### src/rtl/core/ttempo_pkg.sv
package ttempo_pkg;

  // history depth; every slot, count and divisor width follows from it (2..16)
  localparam int MAX_TAPS = 8;
  localparam int SLOT_W   = $clog2(MAX_TAPS);
  localparam int COUNT_W  = $clog2(MAX_TAPS + 1);

  localparam int DATA_W   = 32;
  localparam int HELD_W   = 4;
  localparam int ITER_W   = $clog2(DATA_W);

  // register file
  localparam int CFG_IDX_W = 2;
  localparam logic [CFG_IDX_W-1:0] REG_MIN_GAP   = 2'd0;
  localparam logic [CFG_IDX_W-1:0] REG_MAX_GAP   = 2'd1;
  localparam logic [CFG_IDX_W-1:0] REG_P_FLOOR   = 2'd2;
  localparam logic [CFG_IDX_W-1:0] REG_P_CEILING = 2'd3;

  localparam logic [DATA_W-1:0] MIN_GAP_RST   = 32'd150000;
  localparam logic [DATA_W-1:0] MAX_GAP_RST   = 32'd2500000;
  localparam logic [DATA_W-1:0] P_FLOOR_RST   = 32'd10000;
  localparam logic [DATA_W-1:0] P_CEILING_RST = 32'd2000000;

  typedef struct packed {
    logic                start;
    logic [DATA_W-1:0]   dividend;
    logic [COUNT_W-1:0]  divisor;
  } div_req_t;

  typedef struct packed {
    logic                done;
    logic [DATA_W-1:0]   quotient;
  } div_rsp_t;

  // tap count as reported: low four bits, zero-extended when narrower
  function automatic logic [HELD_W-1:0] held_field(input logic [COUNT_W-1:0] cnt);
    logic [COUNT_W+HELD_W-1:0] ext;
    ext = {{HELD_W{1'b0}}, cnt};
    return ext[HELD_W-1:0];
  endfunction

  // next slot around the ring
  function automatic logic [SLOT_W-1:0] slot_inc(input logic [SLOT_W-1:0] slot);
    logic [SLOT_W-1:0] res;
    if (slot == SLOT_W'(MAX_TAPS - 1)) begin
      res = '0;
    end else begin
      res = slot + 1'b1;
    end
    return res;
  endfunction

endpackage

### src/rtl/core/tap_tempo_estimator.sv
// Channel  | Direction | Handshake          | Payload
// ---------+-----------+--------------------+------------------------------------
// tap      | in        | in_valid/in_stall  | tap_time_us[31:0]
// result   | out       | out_valid/out_stall| period_valid, period_us[31:0],
//          |           |                    | taps_held[3:0]
// config   | in        | cfg_write          | cfg_index[1:0], cfg_data[31:0]
//
// A tap request steps through the gap, decide, update and read states, then
// span, the bit-serial divider (32 quotient bits, then a done flag), clamp
// and the load in finish. With fewer than two taps the span, divide and
// clamp states are skipped. With a free output the next tap can be taken in
// the cycle after the load.
// in_stall is high from acceptance until the result is loaded into the output
// register; a held result does not block the next tap request.
// rst is synchronous and restores the register defaults and an empty history.
module tap_tempo_estimator (
  input  logic                               clk,
  input  logic                               rst,
  // tap channel
  input  logic                               in_valid,
  output logic                               in_stall,
  input  logic [ttempo_pkg::DATA_W-1:0]      tap_time_us,
  // result channel
  output logic                               out_valid,
  input  logic                               out_stall,
  output logic                               period_valid,
  output logic [ttempo_pkg::DATA_W-1:0]      period_us,
  output logic [ttempo_pkg::HELD_W-1:0]      taps_held,
  // register writes
  input  logic                               cfg_write,
  input  logic [ttempo_pkg::CFG_IDX_W-1:0]   cfg_index,
  input  logic [ttempo_pkg::DATA_W-1:0]      cfg_data
);

  typedef enum logic [8:0] {
    ST_IDLE   = 9'b000000001,
    ST_GAP    = 9'b000000010,
    ST_DECIDE = 9'b000000100,
    ST_UPDATE = 9'b000001000,
    ST_READ   = 9'b000010000,
    ST_SPAN   = 9'b000100000,
    ST_DIVIDE = 9'b001000000,
    ST_CLAMP  = 9'b010000000,
    ST_FINISH = 9'b100000000
  } state_t;

  state_t state;
  state_t state_next;

  // configuration registers
  logic [ttempo_pkg::DATA_W-1:0] min_gap;
  logic [ttempo_pkg::DATA_W-1:0] max_gap;
  logic [ttempo_pkg::DATA_W-1:0] p_floor;
  logic [ttempo_pkg::DATA_W-1:0] p_ceiling;

  // tap history: ring of timestamps plus pointers
  logic [ttempo_pkg::DATA_W-1:0]  tap_mem [ttempo_pkg::MAX_TAPS];
  logic [ttempo_pkg::COUNT_W-1:0] tap_count;
  logic [ttempo_pkg::SLOT_W-1:0]  newest_slot;
  logic [ttempo_pkg::SLOT_W-1:0]  oldest_slot;
  logic [ttempo_pkg::DATA_W-1:0]  newest_time;   // copy of the newest slot

  // per-request working registers
  logic [ttempo_pkg::DATA_W-1:0]  now_time;
  logic [ttempo_pkg::DATA_W-1:0]  gap;
  logic                           extend;
  logic [ttempo_pkg::DATA_W-1:0]  oldest_time;
  logic [ttempo_pkg::DATA_W-1:0]  period;
  logic                           result_valid;

  logic [ttempo_pkg::SLOT_W-1:0]  wr_slot;
  logic                           out_free;

  ttempo_pkg::div_req_t div_req;
  ttempo_pkg::div_rsp_t div_rsp;

  assign in_stall = (state != ST_IDLE);
  assign out_free = !out_valid || !out_stall;

  // slot written by this tap: next in ring on a run, slot zero on restart
  assign wr_slot = extend ? ttempo_pkg::slot_inc(newest_slot) : '0;

  // config writes
  always_ff @(posedge clk) begin
    if (rst) begin
      min_gap   <= ttempo_pkg::MIN_GAP_RST;
      max_gap   <= ttempo_pkg::MAX_GAP_RST;
      p_floor   <= ttempo_pkg::P_FLOOR_RST;
      p_ceiling <= ttempo_pkg::P_CEILING_RST;
    end else if (cfg_write) begin
      case (cfg_index)
        ttempo_pkg::REG_MIN_GAP:   min_gap   <= cfg_data;
        ttempo_pkg::REG_MAX_GAP:   max_gap   <= cfg_data;
        ttempo_pkg::REG_P_FLOOR:   p_floor   <= cfg_data;
        ttempo_pkg::REG_P_CEILING: p_ceiling <= cfg_data;
        default: ;
      endcase
    end
  end

  // sequencer
  always_comb begin
    state_next = state;
    case (state)
      ST_IDLE:   if (in_valid) state_next = ST_GAP;
      ST_GAP:    state_next = ST_DECIDE;
      ST_DECIDE: state_next = ST_UPDATE;
      ST_UPDATE: state_next = ST_READ;
      ST_READ:   state_next = (tap_count >= ttempo_pkg::COUNT_W'(2)) ? ST_SPAN : ST_FINISH;
      ST_SPAN:   state_next = ST_DIVIDE;
      ST_DIVIDE: if (div_rsp.done) state_next = ST_CLAMP;
      ST_CLAMP:  state_next = ST_FINISH;
      ST_FINISH: if (out_free) state_next = ST_IDLE;
      default:   state_next = ST_IDLE;
    endcase
  end

  always_ff @(posedge clk) begin
    if (rst) begin
      state <= ST_IDLE;
    end else begin
      state <= state_next;
    end
  end

  // history pointers
  always_ff @(posedge clk) begin
    if (rst) begin
      tap_count   <= '0;
      newest_slot <= '0;
      oldest_slot <= '0;
    end else if (state == ST_UPDATE) begin
      newest_slot <= wr_slot;
      if (!extend) begin
        tap_count   <= ttempo_pkg::COUNT_W'(1);
        oldest_slot <= '0;
      end else if (tap_count < ttempo_pkg::COUNT_W'(ttempo_pkg::MAX_TAPS)) begin
        tap_count <= tap_count + 1'b1;
      end else begin
        // full ring: the new tap overwrote the oldest slot
        oldest_slot <= ttempo_pkg::slot_inc(oldest_slot);
      end
    end
  end

  // timestamp ring, one write and one registered read
  always_ff @(posedge clk) begin
    if (state == ST_UPDATE) begin
      tap_mem[wr_slot] <= now_time;
    end
    if (state == ST_READ) begin
      oldest_time <= tap_mem[oldest_slot];
    end
  end

  // datapath
  always_ff @(posedge clk) begin
    case (state)
      ST_IDLE: begin
        if (in_valid) now_time <= tap_time_us;
      end
      ST_GAP: begin
        gap <= now_time - newest_time;   // wraps mod 2^32
      end
      ST_DECIDE: begin
        extend <= (tap_count != '0) && (gap > min_gap) && (gap < max_gap);
      end
      ST_UPDATE: begin
        newest_time <= now_time;
      end
      ST_READ: begin
        period       <= '0;
        result_valid <= 1'b0;
      end
      ST_DIVIDE: begin
        if (div_rsp.done) period <= div_rsp.quotient;
      end
      ST_CLAMP: begin
        // floor is checked first, so with floor above ceiling any period at or above the floor gets the ceiling
        if (period < p_floor) begin
          period <= p_floor;
        end else if (period > p_ceiling) begin
          period <= p_ceiling;
        end
        result_valid <= 1'b1;
      end
      default: ;
    endcase
  end

  // span over the run divided by the number of intervals
  always_comb begin
    div_req.start    = (state == ST_SPAN);
    div_req.dividend = now_time - oldest_time;
    div_req.divisor  = tap_count - 1'b1;
  end

  ttempo_div u_div (
    .clk (clk),
    .rst (rst),
    .req (div_req),
    .rsp (div_rsp)
  );

  // output register
  always_ff @(posedge clk) begin
    if (rst) begin
      out_valid <= 1'b0;
    end else if (state == ST_FINISH && out_free) begin
      out_valid <= 1'b1;
    end else if (!out_stall) begin
      out_valid <= 1'b0;
    end
  end

  always_ff @(posedge clk) begin
    if (state == ST_FINISH && out_free) begin
      period_valid <= result_valid;
      period_us    <= period;
      taps_held    <= ttempo_pkg::held_field(tap_count);
    end
  end

endmodule

### src/rtl/core/ttempo_div.sv
// restoring divider, one quotient bit per cycle
module ttempo_div (
  input  logic                  clk,
  input  logic                  rst,
  input  ttempo_pkg::div_req_t  req,
  output ttempo_pkg::div_rsp_t  rsp
);

  logic                               busy;
  logic                               done;
  logic [ttempo_pkg::ITER_W-1:0]      iter;
  logic [ttempo_pkg::COUNT_W-1:0]     rem;
  logic [ttempo_pkg::COUNT_W-1:0]     divisor;
  logic [ttempo_pkg::DATA_W-1:0]      quot;
  logic [ttempo_pkg::COUNT_W:0]       rem_sh;
  logic [ttempo_pkg::COUNT_W:0]       rem_sub;
  logic                               fits;

  assign rem_sh  = {rem, quot[ttempo_pkg::DATA_W-1]};
  assign rem_sub = rem_sh - {1'b0, divisor};
  assign fits    = (rem_sh >= {1'b0, divisor});

  always_ff @(posedge clk) begin
    if (rst) begin
      busy <= 1'b0;
      done <= 1'b0;
      iter <= '0;
    end else begin
      done <= 1'b0;
      if (req.start) begin
        busy <= 1'b1;
        iter <= '0;
      end else if (busy) begin
        iter <= iter + 1'b1;
        if (iter == ttempo_pkg::ITER_W'(ttempo_pkg::DATA_W - 1)) begin
          busy <= 1'b0;
          done <= 1'b1;
        end
      end
    end
  end

  always_ff @(posedge clk) begin
    if (req.start) begin
      rem     <= '0;
      quot    <= req.dividend;
      divisor <= req.divisor;
    end else if (busy) begin
      if (fits) begin
        rem  <= rem_sub[ttempo_pkg::COUNT_W-1:0];
        quot <= {quot[ttempo_pkg::DATA_W-2:0], 1'b1};
      end else begin
        rem  <= rem_sh[ttempo_pkg::COUNT_W-1:0];
        quot <= {quot[ttempo_pkg::DATA_W-2:0], 1'b0};
      end
    end
  end

  assign rsp.done     = done;
  assign rsp.quotient = quot;

endmodule

### config.mk
export PLATFORM = sky130hd
export DESIGN_NAME = tap_tempo_estimator
export DESIGN_NICKNAME = d
export VERILOG_FILES = /design/src/rtl/core/ttempo_pkg.sv /design/src/rtl/core/tap_tempo_estimator.sv /design/src/rtl/core/ttempo_div.sv
export SDC_FILE = /design/constraint.sdc
export NUM_CORES = 1
export LEC_CHECK = 0
export BUFFER_PORTS_ARGS = -buffer_cell sky130_fd_sc_hd__buf_2
export CORE_MARGIN = 10
export CORE_UTILIZATION = 30
export CTS_BUF_LIST = sky130_fd_sc_hd__clkbuf_8
export DETAILED_ROUTE_END_ITERATION = 8
export PLACE_DENSITY = 0.57
export SLEW_MARGIN = 20
export SYNTH_ARGS = -nofsm -noshare
export SYNTH_HDL_FRONTEND = slang
export SYNTH_SLANG_ARGS = --single-unit
### constraint.sdc
create_clock -name clk -period 5.7 [get_ports clk]
set_clock_uncertainty 0.15 [all_clocks]
set_input_delay 0.285 -clock clk [delete_from_list [all_inputs] [get_ports clk]]
set_output_delay 0.285 -clock clk [all_outputs]
set_load 0.005 [all_outputs]
After elaboration in Yosys (flattened, before gate mapping)

Memory sizes are Yosys's and may differ from the RTL's. A register that Yosys moved wholly into a read port is not among the register bits.
Index checks and enable logic that the tools add are counted.

Add/subtract/negate cells: 8
Multiply operators: 0
Divide/modulo/power cells: 0
Magnitude comparators: 7
Eq/ne operators: 23
Shifts and indexed selects: 0
Muxes and demuxes: 29
Bitwise gates (word level): 1
Reduce and logical (&&, ||, !) cells: 22

Operators with widths:

| operator                                       | count |
|---|---|
| 2-to-1 mux 32 bit                              | 5 |
| case mux 32 bit (3 select lines)               | 1 |
| case mux 9 bit (9 select lines)                | 1 |
| > comparator 32 bit                            | 2 |
| less-than comparator 32 bit                    | 2 |
| subtractor 32 bit                              | 2 |
| 2-to-1 mux 9 bit                               | 4 |
| 2-to-1 mux 3 bit                               | 5 |
| AND reduction 2 bit                            | 7 |
| 2-to-1 mux 4 bit                               | 3 |
| == test 9 x 1 -> 1 bit (second input constant) | 1 |
| == test 9 x 2 -> 1 bit (second input constant) | 1 |
| == test 9 x 3 -> 1 bit (second input constant) | 1 |
| == test 9 x 4 -> 1 bit (second input constant) | 1 |
| == test 9 x 5 -> 1 bit (second input constant) | 1 |
| == test 9 x 6 -> 1 bit (second input constant) | 1 |
| == test 9 x 7 -> 1 bit (second input constant) | 1 |
| == test 9 x 8 -> 1 bit (second input constant) | 1 |
| == test 9 bit (second input constant)          | 1 |
| 2-to-1 mux 1 bit                               | 9 |
| != test 9 x 1 -> 1 bit (second input constant) | 1 |
| adder 3 x 1 -> 3 bit (second input constant)   | 2 |
| == test 3 bit (second input constant)          | 2 |
| != test 2 x 1 -> 1 bit (second input constant) | 3 |
| other kinds (24)                               | 32 |

Flip-flop bits (word level): 362
Latch bits: 0
Memory bits (writable): 256
Bits in read-only memories: 0
Input bits: 71
Output and inout port bits: 39
Logic and storage cells: 115
Memories kept: 1

Memories:

| memory  | words | bits a word | rd ports | clocked after Yosys merged registers in | write ports | RTL line                  | RTL |
|---|---|---|---|---|---|---|---|
| tap_mem | 8     | 32          | 1        | 1                                       | 1           | tap_tempo_estimator.sv:57 | `logic [ttempo_pkg::DATA_W-1:0] tap_mem [ttempo_pkg::MAX_TAPS];` |

Depth between registers and ports, before layout

Gate-level depths: netlist of run 1.

Depth in word-level cells: 4
Gate-level depth with buffers: 11
Mapped depth without buffers: 11

By module

A second synthesis of run 1 with hierarchy kept.

Cell total of the unflattened synthesis: 2471
Area, all modules: 30504.3 µm²

Modules (own cells, without submodules):

| module              | times used | cells each | area each (µm²) | sequential area each (µm²) |
|---|---|---|---|---|
| tap_tempo_estimator | 1          | 2325       | 28396.0         | 16625.9 |
| ttempo_div          | 1          | 146        | 2108.3          | 1301.2 |

Worst setup path before layout of run 1

OpenSTA, ideal clock, no wires.

Kind: reg2reg
From: register state[5]
To: memory tap_mem[6][0] in the netlist's numbering, enable pin
Library setup time: 502 ps
Data arrival time: 5050 ps
Data required time: 5048 ps
Slack: -1 ps
Cell stages (with the launch flop): 7
Path buffers: 1
Period minus slack after synthesis: 5701 ps
Cell sequence: dfxtp_1 -> clkbuf_1 -> nor3_1 -> nand4_1 -> clkinv_1 -> nand2_1 -> nor4_1

Longest elaborated chain between the ends: 3

Ends and longest elaborated chain:

| element                                | RTL line                   | RTL |
|---|---|---|
| from (decl)                            | tap_tempo_estimator.sv:47  | `state_t state;` |
| from (signal assigned)                 | tap_tempo_estimator.sv:122 | `state <= state_next;` |
| == test 9 x 4 -> 1 bit                 | tap_tempo_estimator.sv:148 | `if (state == ST_UPDATE) begin` |
| 2-to-1 mux 1 bit                       | tap_tempo_estimator.sv:148 |  |
| 2-to-1 mux 1 bit (not written as such) | tap_tempo_estimator.sv:149 | `tap_mem[wr_slot] <= now_time;` |
| to (decl)                              | tap_tempo_estimator.sv:57  |  |

Every way passes these cells.

Final worst setup path of run 1

From: register now_time[1] in the netlist's numbering
To: register gap[31] in the netlist's numbering (data pin)

Longest elaborated chain between the ends: 1

Ends and longest elaborated chain:

| element                | RTL line                   | RTL |
|---|---|---|
| from (decl)            | tap_tempo_estimator.sv:64  | `logic [ttempo_pkg::DATA_W-1:0] now_time;` |
| from (signal assigned) | tap_tempo_estimator.sv:160 | `if (in_valid) now_time <= tap_time_us;` |
| subtractor 32 bit      | tap_tempo_estimator.sv:163 | `gap <= now_time - newest_time;` |
| to (signal assigned)   | tap_tempo_estimator.sv:163 |  |
| to (decl)              | tap_tempo_estimator.sv:65  | `logic [ttempo_pkg::DATA_W-1:0] gap;` |

Every way passes these cells.
A chain may end at the register's enable or synchronous reset.

==> results.md, run 1 <==
- Maximum operating frequency: between 0.2 and 0.3 GHz
- Final Hold Fails: 0
- Post-CTS Setup Repair Bufs: 0
- Post-synth cell types: 73
- Clock period minus worst slack: between 3 and 4 ns
- Worst setup EP type: flip-flop
- Vias post-DR: 20,000
- Seq pwr share: 54.2%
- Routed WL per cell: 19.4 um
- Clock Pin Slew Worst Setup and Hold Paths: about 0.06 ns
- First-pass GRT wire length: approximately 120,000 um
- All-Layer GR Usage: between 10% and 20%
- Ratio of cells with drive above 1 in the final layout: 14.4%
- DRT Wirelength: slightly above 80,000 um
- HP Class: in -> reg
- DR pass1 iterations: 6
- Final RePlAce weighted congestion: between 0.8 and 0.9
- Final Setup Violations: 0
- Unrepaired setup endpoints after global routing: no
- Worst hold slack: approximately 0.13 ns
- Crit-path cells: ha_1 > nor2b_1 > o31a_1 > o311ai_1 > nand2_1 > a31oi_1 > o221ai_1 > a21oi_1 > xnor2_1
- Startpoint Class: flip-flop
- IO Pins: 110
- Post-synthesis cell count: around 2,500
- Max Slew Vio Count: 0
- Critical Path AT: roughly 4 ns
- Largest net degree at the start of global routing: 84
- Most flops, register: tap_mem
- Register Area: approximately 18,000 um2
- Final worst path period share: 63.7%
- CP top delay family: compound AO/OA/AOI/OAI gates
- Area Overhead vs Synth: 16.1%
- Detail Placement HPWL: 56,100 um
- Sw frac: between 20% and 30%
- Max-cap violations: 0
- P_sw: about 2.4 mW
- P_int: approximately 7.3 mW
- Leakage: 13.3 nW
- Cell Count, Final, Fillers Out: about 4,200
- Root buffer cell: clkbuf_8
- Cell Area, Placed: about 33,000 um2
- CTS sink cnt: 650
- H-tree level count: 3
- GR Overflow Total: 0
- Status: finished, final reports clean
- Max reg flops: 256
- CTS Buf Count: ~100
- Hold-fix buffer count after cts: 70
- Row cnt: 116
- Max-slew headroom: between 20% and 30%
- WP data required: 6.00 ns
- Routed Antenna Nets: 0
- Synth Register Bits: 650
- Worst-Skew Late Latency: ~0.72 ns
- Vias in the first global route: between 15,000 and 20,000
- Worst slew pin tran: approximately 1.1 ns
- Area occupied by multi-input gates: roughly 11,000 um2
- Yosys warning total: 0
- Synthesized net count: between 2,000 and 3,000
- Core Area: about 100,000 um2
- Post-synth EDFFs: a little under 500
- TNS Setup: 0 ns
- Register area share after synthesis: between 50 and 60%
- Initial antenna violation count: 5
- FILL cells: approximately 10,000
- Post-detailed-route DRC marker count: 0
- Via/cell ratio: 4.79
- Die Width: between 300 and 400 um
- Pwr dens: ~270 nW/um2
- DRT iter0 DRCs: ~1,500
- Slowest stage delay, CP: ~0.65 ns
- Nets: 3,019
- Placed cell count: between 3,000 and 4,000
- Max VDD drop: about 0.15 mV
- Power share of the clock group: 38.7%
- Critical Path Slowest Stage Cell: edfxtp_1
- Die ar.: roughly 110,000 um2
- CTS max path bufs: 3
- Post-Syn Area per Cell: 12.1 um2
- CTS tree: done
- Die height: about 340 um
- IO buf count: approximately 110
- Initial Util: a little under a third
- Primary FF master, synth: edfxtp_1
- CP max FO: 12
- Finished Cell Area: ~35,000 um2
- Netlist Area Pre-Place: around 30,000 um2
- Cts repair resizes: 0
- Gate power share: between 7 and 8%
- Crit path buf inv count: 0
- Setup CP Type: reg -> reg
- Ys async rst share: 0%
-- kinds of logic (layout without fill, tap and decap cells) --
| group | after synthesis | in the layout | share of synthesized area (%) |
|---|---|---|---|
| flops | 650 | 650 | 58.8 |
| simple gates | 641 | 641 | 9.53 |
| compound gates | 507 | 507 | 10.3 |
| buf+inv | 327 | 629 | 4.05 |
| fa+ha+maj | 205 | 205 | 8.48 |
| mux | 139 | 139 | 7.32 |
| xor+xnor | 53 | 53 | 1.52 |
| other cells | 0 | 3 | 0 |
-- power by group through the flow --
| stage | logic (mW) | clock network [mW] | registers, mW |
|---|---|---|---|
| finish | 0.684 | 3.75 | 5.25 |
| global route | 0.764 | 4.06 | 5.26 |
| detailed placement | 0.641 | 0 | 5.35 |
| CTS | 0.684 | 3.85 | 5.25 |
| global placement | 0.639 | 0 | 5.35 |
| floorplan | 0.426 | 0 | 5.31 |
-- cell usage after synthesis, types with 9 or more instances --
| cell | instances | area (um2) |
|---|---|---|
| xnor2_1 | 27 | 236 |
| nand4_1 | 33 | 206 |
| inv_1 | 226 | 848 |
| edfxtp_1 | 491 | 14700 |
| nand2_1 | 334 | 1250 |
| and3_1 | 10 | 62.6 |
| nor2_1 | 100 | 375 |
| nor4_1 | 10 | 62.6 |
| a211o_1 | 25 | 219 |
| dfxtp_1 | 159 | 3180 |
| ha_1 | 202 | 2530 |
| a211oi_1 | 9 | 67.6 |
| o21a_1 | 12 | 90.1 |
| buf_1 | 11 | 41.3 |
| mux2_2 | 33 | 372 |
| o21ai_0 | 96 | 480 |
| nor3_1 | 30 | 150 |
| a21oi_1 | 208 | 1040 |
| clkbuf_1 | 83 | 312 |
| nand2b_1 | 16 | 100 |
| xor2_1 | 26 | 228 |
| a21o_1 | 79 | 593 |
| nor2b_1 | 17 | 106 |
| mux4_2 | 64 | 1440 |
| nand3_1 | 39 | 195 |
| mux2i_1 | 42 | 420 |
-- path summary, 6_finish.rpt --
| kind | slack, ns | startpoint | to | depth (start not counted) |
|---|---|---|---|---|
| worst min register to register | 0.31 | max_gap[30] | max_gap[30] | 2 |
| worst max register to register | 2.07 | now_time[1] | gap[31] | 9 |
| worst max-delay path | 2.07 | now_time[1] | gap[31] | 9 |
| worst min-delay path | 0.13 | tap_time_us[16] | now_time[16] | 2 |
-- layout by cell type, fill, tap and decap left out, types with 8 or more instances in the layout --
master | netlist | final
a211o_1 | 25 | 25
a211oi_1 | 9 | 9
a21o_1 | 79 | 79
a21oi_1 | 208 | 206
and3_1 | 10 | 10
buf_2 | 6 | 108
buf_4 | 0 | 34
clkbuf_8 | 0 | 111
clkinv_1 | 1 | 21
clkinv_2 | 0 | 8
dfxtp_1 | 159 | 156
dlygate4sd3_1 | 0 | 70
edfxtp_1 | 491 | 491
ha_1 | 202 | 202
inv_1 | 226 | 265
mux2_2 | 33 | 33
mux2i_1 | 42 | 42
mux4_2 | 64 | 64
nand2_1 | 334 | 334
nand2b_1 | 16 | 16
nand3_1 | 39 | 38
nand3b_1 | 8 | 8
nand4_1 | 33 | 33
nor2_1 | 100 | 95
nor2b_1 | 17 | 17
nor3_1 | 30 | 27
nor4_1 | 10 | 8
o21a_1 | 12 | 12
o21ai_0 | 96 | 96
o31ai_1 | 8 | 8
xnor2_1 | 27 | 27
xor2_1 | 26 | 26
-- through the flow --
step / worst slack [ns] / power [mW] / utilization [%]
CTS: 2.08 / 9.79 / 35.2
floorplan: -0.00129 / 5.74 / -
global route: 1.88 / 10.1 / 35.2
finish: 2.07 / 9.68 / 35.2
detailed placement: 2.12 / 5.99 / 32.6
global placement: 2.15 / 5.99 / 32.5
-- layout make-up --
cell class | count | area share (%)
Tap cell | 1357 | 4.80
Sequential cell | 650 | 50.6
Clock buffer | 111 | 4.31
Timing Repair Buffer | 215 | 4.42
Multi-Input combinational cell | 1545 | 32.3
Inverter | 227 | 2.41
Antenna cell | 3 | 0.0212
Clock inverter | 76 | 1.08
-- worst reg2reg max path: stages (launching register included) --
cell      delay [ns]
edfxtp_1        0.65
ha_1            0.32
nor2b_1         0.14
o31a_1          0.31
o311ai_1        0.48
nand2_1         0.19
a31oi_1         0.59
o221ai_1        0.25
a21oi_1         0.22
xnor2_1         0.08
-- per-layer routing --
metal	vias to the layer above	track usage, %	part of all wire (%)
met1	9683	19.3	48
met5	-	0	0.031
met3	131	2.61	5.8
met2	576	20.9	44
met4	4	4.46	2.7
li1	9632	-	-
Power figures use the tool's default switching activity.
==> run 2, diff against run 1 <==
Settings changed: ABC_AREA set to 1, PLACE_DENSITY 0.57 to 0.56.
Clock period 5.7 ns to 3.75 ns, I/O delays scaled along.
==> results.md, run 2 <==
- Worst setup EP type: flip-flop
- Post-Syn Area per Cell: 9.89 um2
- Die ar.: between 100,000 and 150,000 um2
- WP data required: 4.06 ns
- Routed WL per cell: roughly 18 um
- Maximum operating frequency: 0.344 GHz
- Clock Pin Slew Worst Setup and Hold Paths: roughly 0.060 ns
- Area Overhead vs Synth: 17.0%
- Cell Area, Placed: 33,200 um2
- Final Hold Fails: 0
- Synthesized net count: 3,413
- Final RePlAce weighted congestion: ~0.89
- Netlist Area Pre-Place: about 31,000 um2
- Status: finished, final reports clean
- Root buffer cell: clkbuf_8
- HP Class: in -> reg
- Synth area leader: edfxtp_1
- Slowest stage delay, CP: 0.61 ns
- Post-detailed-route DRC marker count: 0
- Final worst path period share: around 78%
- Max reg flops: approximately 260
- IO Pins: 110
- Unrepaired setup endpoints after global routing: no
- Die Width: between 300 and 400 um
- Fin util: 35.5%
- Ys async rst share: 0%
- Startpoint Class: flip-flop
- Final Setup Violations: 0
- Initial Util: between 30% and 40%
- Setup CP Type: reg -> reg
- Initial antenna violation count: 1
- DRT iter0 DRCs: ~1,800
- DR pass1 iterations: 6
- Most frequent cells in the layout: 491 x edfxtp_1, 487 x nand2_1, 357 x inv_1, 332 x nor2_1, 309 x o21ai_0
- Worst-Skew Late Latency: 0.74 ns
- CTS tree: done
- Clock period minus worst slack: 2.91 ns
- Vias post-DR: about 23,000
- Critical Path AT: approximately 3.2 ns
- Worst Min Path Start: tap_time_us[17]
- Routed Antenna Nets: 0
- Worst slew pin tran: about 1.0 ns
- H-tree level count: 3
- Post-synth cell types: 50
- Reg2reg start: now_time[0]
- Most flops, register: tap_mem
- Post-synth EDFFs: roughly 490
- Register area share after synthesis: a little under 60%
- Yosys warning total: 0
- Max-cap violations: 0
- CP top delay family: adder cells
- Max Slew Vio Count: 0
- Vias in the first global route: roughly 22,000
- Max VDD drop: about 0.25 mV
- Pwr dens: between 400 and 500 nW/um2
- CP max FO: 10
- Post-synth top area share: a little under half
- Worst hold slack: between 0.06 and 0.07 ns
- All-Layer GR Usage: between 10% and 20%
- Most common cell in the netlist: edfxtp_1
- Largest net degree at the start of global routing: 130
- Crit-path cells: inv_1 > ha_1 > fa_1 > o21ai_2 > a21boi_2 > o21ai_2 > nand2_1 > nand2_2 > nand2_1 > nand3_1 > nand2_1
- Via/cell ratio: roughly 4.8
- Core Area: 102,000 um2
- CTS Buf Count: roughly 110
- Synth Register Bits: 650
- Leakage: between 10 and 15 nW
- First-pass GRT wire length: 135,000 um
- Critical Path Slowest Stage Cell: edfxtp_1
- Synth cell count leaders: 491 x edfxtp_1, 487 x nand2_1, 340 x nor2_1
- Crit path buf inv count: 1
- GR Overflow Total: 0
- Commonest non-fill, non-tap cell in the layout: edfxtp_1
- Ratio of cells with drive above 1 in the final layout: under 10%
- Post-synthesis cell count: between 3,000 and 4,000
- Row cnt: about 120
- TNS Setup: 0 ns
- Die height: around 340 um
- Worst Setup SP: now_time[0]
- Finished Cell Area: 36,300 um2
- Max-slew headroom: 33.0%
- IO buf count: 109
- Most used cell, CP: nand2_1
- CTS max path bufs: 3
- Total Power: about 18 mW
- Nets: 3,657
- DRT Wirelength: about 89,000 um
- Ranking of synthesized cells by area: edfxtp_1 48%, dfxtp_1 10%, ha_1 8.1%
- Detail Placement HPWL: 61,500 um
- Primary FF master, synth: edfxtp_1
- CTS sink cnt: 650
-- run 2: path summary, 6_finish.rpt --
check	slack, ns	cells after the start	endpoint
max	0.84	11	gap[30]
min reg2reg	0.29	0	period_valid
min	0.06	2	now_time[17]
max reg2reg	0.84	11	gap[30]
-- run 2: power by group --
| group | internal [mW] | switching, mW | total, mW |
|---|---|---|---|
| clock | 3.13 | 2.87 | 6.00 |
| sequential | 8.36 | 0.541 | 8.90 |
| combinational | 1.07 | 2.05 | 3.11 |
-- run 2: cells by family (layout without fill, tap and decap cells) --
kind of cell | Yosys count | count (layout) | synth area share [%]
AOI/OAI and AO/OA | 736 | 736 | 12.9
xor gates and xnor gates | 38 | 38 | 1.07
adders and majority gates | 205 | 205 | 8.34
buffers and inverters | 441 | 765 | 5.58
DFF | 650 | 650 | 57.8
other | 0 | 1 | 0
and+or+nand+nor | 1067 | 1067 | 14.3
-- run 2: final cells by class --
type	count	area [um2]
Fill cell	10400	65900
Sequential cell	650	17900
Multi-Input combinational cell	2046	11400
Timing Repair Buffer	246	1910
Tap cell	1368	1710
Clock buffer	124	1710
Inverter	332	1250
Clock inverter	63	328
Antenna cell	1	2.50
-- run 2: stage by stage --
step / setup slack [ns] / cells
after floorplan: 0.751 / 3137
after global placement: 0.967 / 4542
after detailed placement: 0.905 / 4542
after CTS: 0.859 / 4829
after global routing: 0.643 / 4830
final: 0.843 / 4830
-- run 2: repair_timing --
action / in CTS / in global routing
hold buffers: 100 / 0
buffers inserted: 0 / 0
hold endpoints to repair: 181 / 0
gates resized for setup: 0 / 0
-- run 2: layer usage --
layer,vias up,share of wire [%],track usage (%),routed length (um)
met5,-,0,0,0
met4,0,2.5,4.30,2210
met1,11100,48,20.6,42100
li1,11400,-,-,-
met3,138,5.0,2.28,4420
met2,530,45,23.4,39800
==> run 3, diff against run 2 <==
Clock period 3.75 ns to 3 ns, I/O delays scaled along.
==> results.md, run 3 (synthesized netlist as in run 2, its figures left out) <==
- Status: finished, final reports clean
- HP Class: in -> reg
- Critical Path AT: between 3 and 4 ns
- Crit-path cells: ha_1 > a21oi_1 > o21ai_0 > inv_1 > nand2_1 > nand2_1 > nand2_1 > nand2_1 > nand2_1 > nand2_1 > nand3_1 > nand2_1
- Pwr dens: ~620 nW/um2
- Initial Util: 30.4%
- Via/cell ratio: around 4.8
- Ratio of cells with drive above 1 in the final layout: approximately a tenth
- Area Overhead vs Synth: 18.1%
- Most frequent cells in the layout: 491 x edfxtp_1, 487 x nand2_1, 370 x inv_1, 332 x nor2_1, 309 x o21ai_0
- H-tree level count: 3
- Routed WL per cell: between 15 and 20 um
- Most used cell, CP: nand2_1
- Die Width: roughly 340 um
- CTS Buf Count: 110
- DRT iter0 DRCs: about 1,700
- Worst slew pin tran: 0.928 ns
- Cts repair resizes: 0
- Detail Placement HPWL: around 63,000 um
- Root buffer cell: clkbuf_8
- Worst R2R Setup Slack: approximately 0.28 ns
- Fin util: between 30% and 40%
- Die height: 342 um
- First-pass GRT wire length: about 130,000 um
- WP data required: between 3 and 4 ns
- Total Power: between 20 and 25 mW
- Most flops, register: tap_mem
- Largest net degree at the start of global routing: 112
- Final worst path period share: about nine tenths
- Die ar.: roughly 120,000 um2
- Leakage: approximately 15 nW
- All-Layer GR Usage: about 15%
- Hold Path Stages: 2
- Setup CP Type: reg -> reg
- CP max FO: 11
- Commonest non-fill, non-tap cell in the layout: edfxtp_1
- Vias in the first global route: between 20,000 and 25,000
- Final Hold Fails: 0
- Clock Pin Slew Worst Setup and Hold Paths: ~0.060 ns
- Worst r2r path cells: 12
- GR Overflow Total: 0
- Initial antenna violation count: 4
- Max reg flops: ~260
- TNS Setup: 0 ns
- Max-cap violations: 0
- CTS sink cnt: 650
- DR pass1 iterations: 5
- Vias post-DR: between 20,000 and 25,000
- Maximum operating frequency: between 0.3 and 0.4 GHz
- Final RePlAce weighted congestion: ~0.91
- Slowest stage delay, CP: around 0.57 ns
- Max-slew headroom: a little under two fifths
- Max Slew Vio Count: 0
- Row cnt: 117
- DRT Wirelength: 89,000 um
- Nets: 3,692
- Clock period minus worst slack: roughly 2.7 ns
- Routed Antenna Nets: 0
- CTS max path bufs: 3
- Startpoint Class: flip-flop
- Unrepaired setup endpoints after global routing: no
- Critical Path Slowest Stage Cell: edfxtp_1
- Core Area: between 100,000 and 150,000 um2
- Worst setup EP type: flip-flop
- IO buf count: roughly 110
- CTS tree: done
- Post-detailed-route DRC marker count: 0
- Worst-Skew Late Latency: 0.75 ns
- IO Pins: 110
- Max VDD drop: 0.288 mV
- Final Setup Violations: 0
[run 3: worst paths after layout]
path	end	start
setup / recovery	u_div.quot[28]	now_time[5]
hold / removal	now_time[13]	tap_time_us[13]
setup reg to reg	u_div.quot[28]	now_time[5]
hold reg to reg	period_valid	result_valid
[run 3: area by class of cell]
class / count / area [um2]
fillers: 10400 / 65600
flip-flops and latches: 650 / 17900
multi-input cells: 2046 / 11400
repair buffers: 276 / 2240
well taps: 1368 / 1710
clock buffers: 118 / 1620
inverters: 332 / 1250
clock inverters: 83 / 423
diodes: 3 / 7.51
[run 3: power by group]
group / switching (mW) / internal, mW / total, mW
Sequential: 0.562 / 10.4 / 11.0
Combinational: 2.70 / 1.43 / 4.12
Clock: 3.63 / 3.79 / 7.43
[run 3: critical path: cells and delay by family, from the launching register on]
family | cells | cell delay (ns)
and+or+nand+nor | 8 | 0.73
adders and majority gates | 1 | 0.52
AOI/OAI and AO/OA | 2 | 0.43
buffers and inverters | 1 | 0.07
DFF | 1 | 0.57
[run 3: stage by stage]
stage,hold slack [ns],area [um2],cells,worst slack [ns]
finish,0.0714,36600,4876,0.283
floorplan,0.0989,31000,3137,0.00149
global route,0.0457,36600,4875,0.147
detailed placement,0.178,33500,4566,0.323
global placement,0.178,33500,4566,0.310
CTS,0.0167,36600,4873,0.314
[run 3: routing by layer]
metal	routed length [um]	track usage, %
met1	41700	20.3
met2	38600	22.5
met3	5510	3.28
met4	3170	5.40
met5	7	0
[run 3: timing repair]
item,in CTS,in global routing
hold buffers,106,0
buffers inserted,0,0
endpoints found under the setup margin,0,0
hold endpoints to repair,209,0
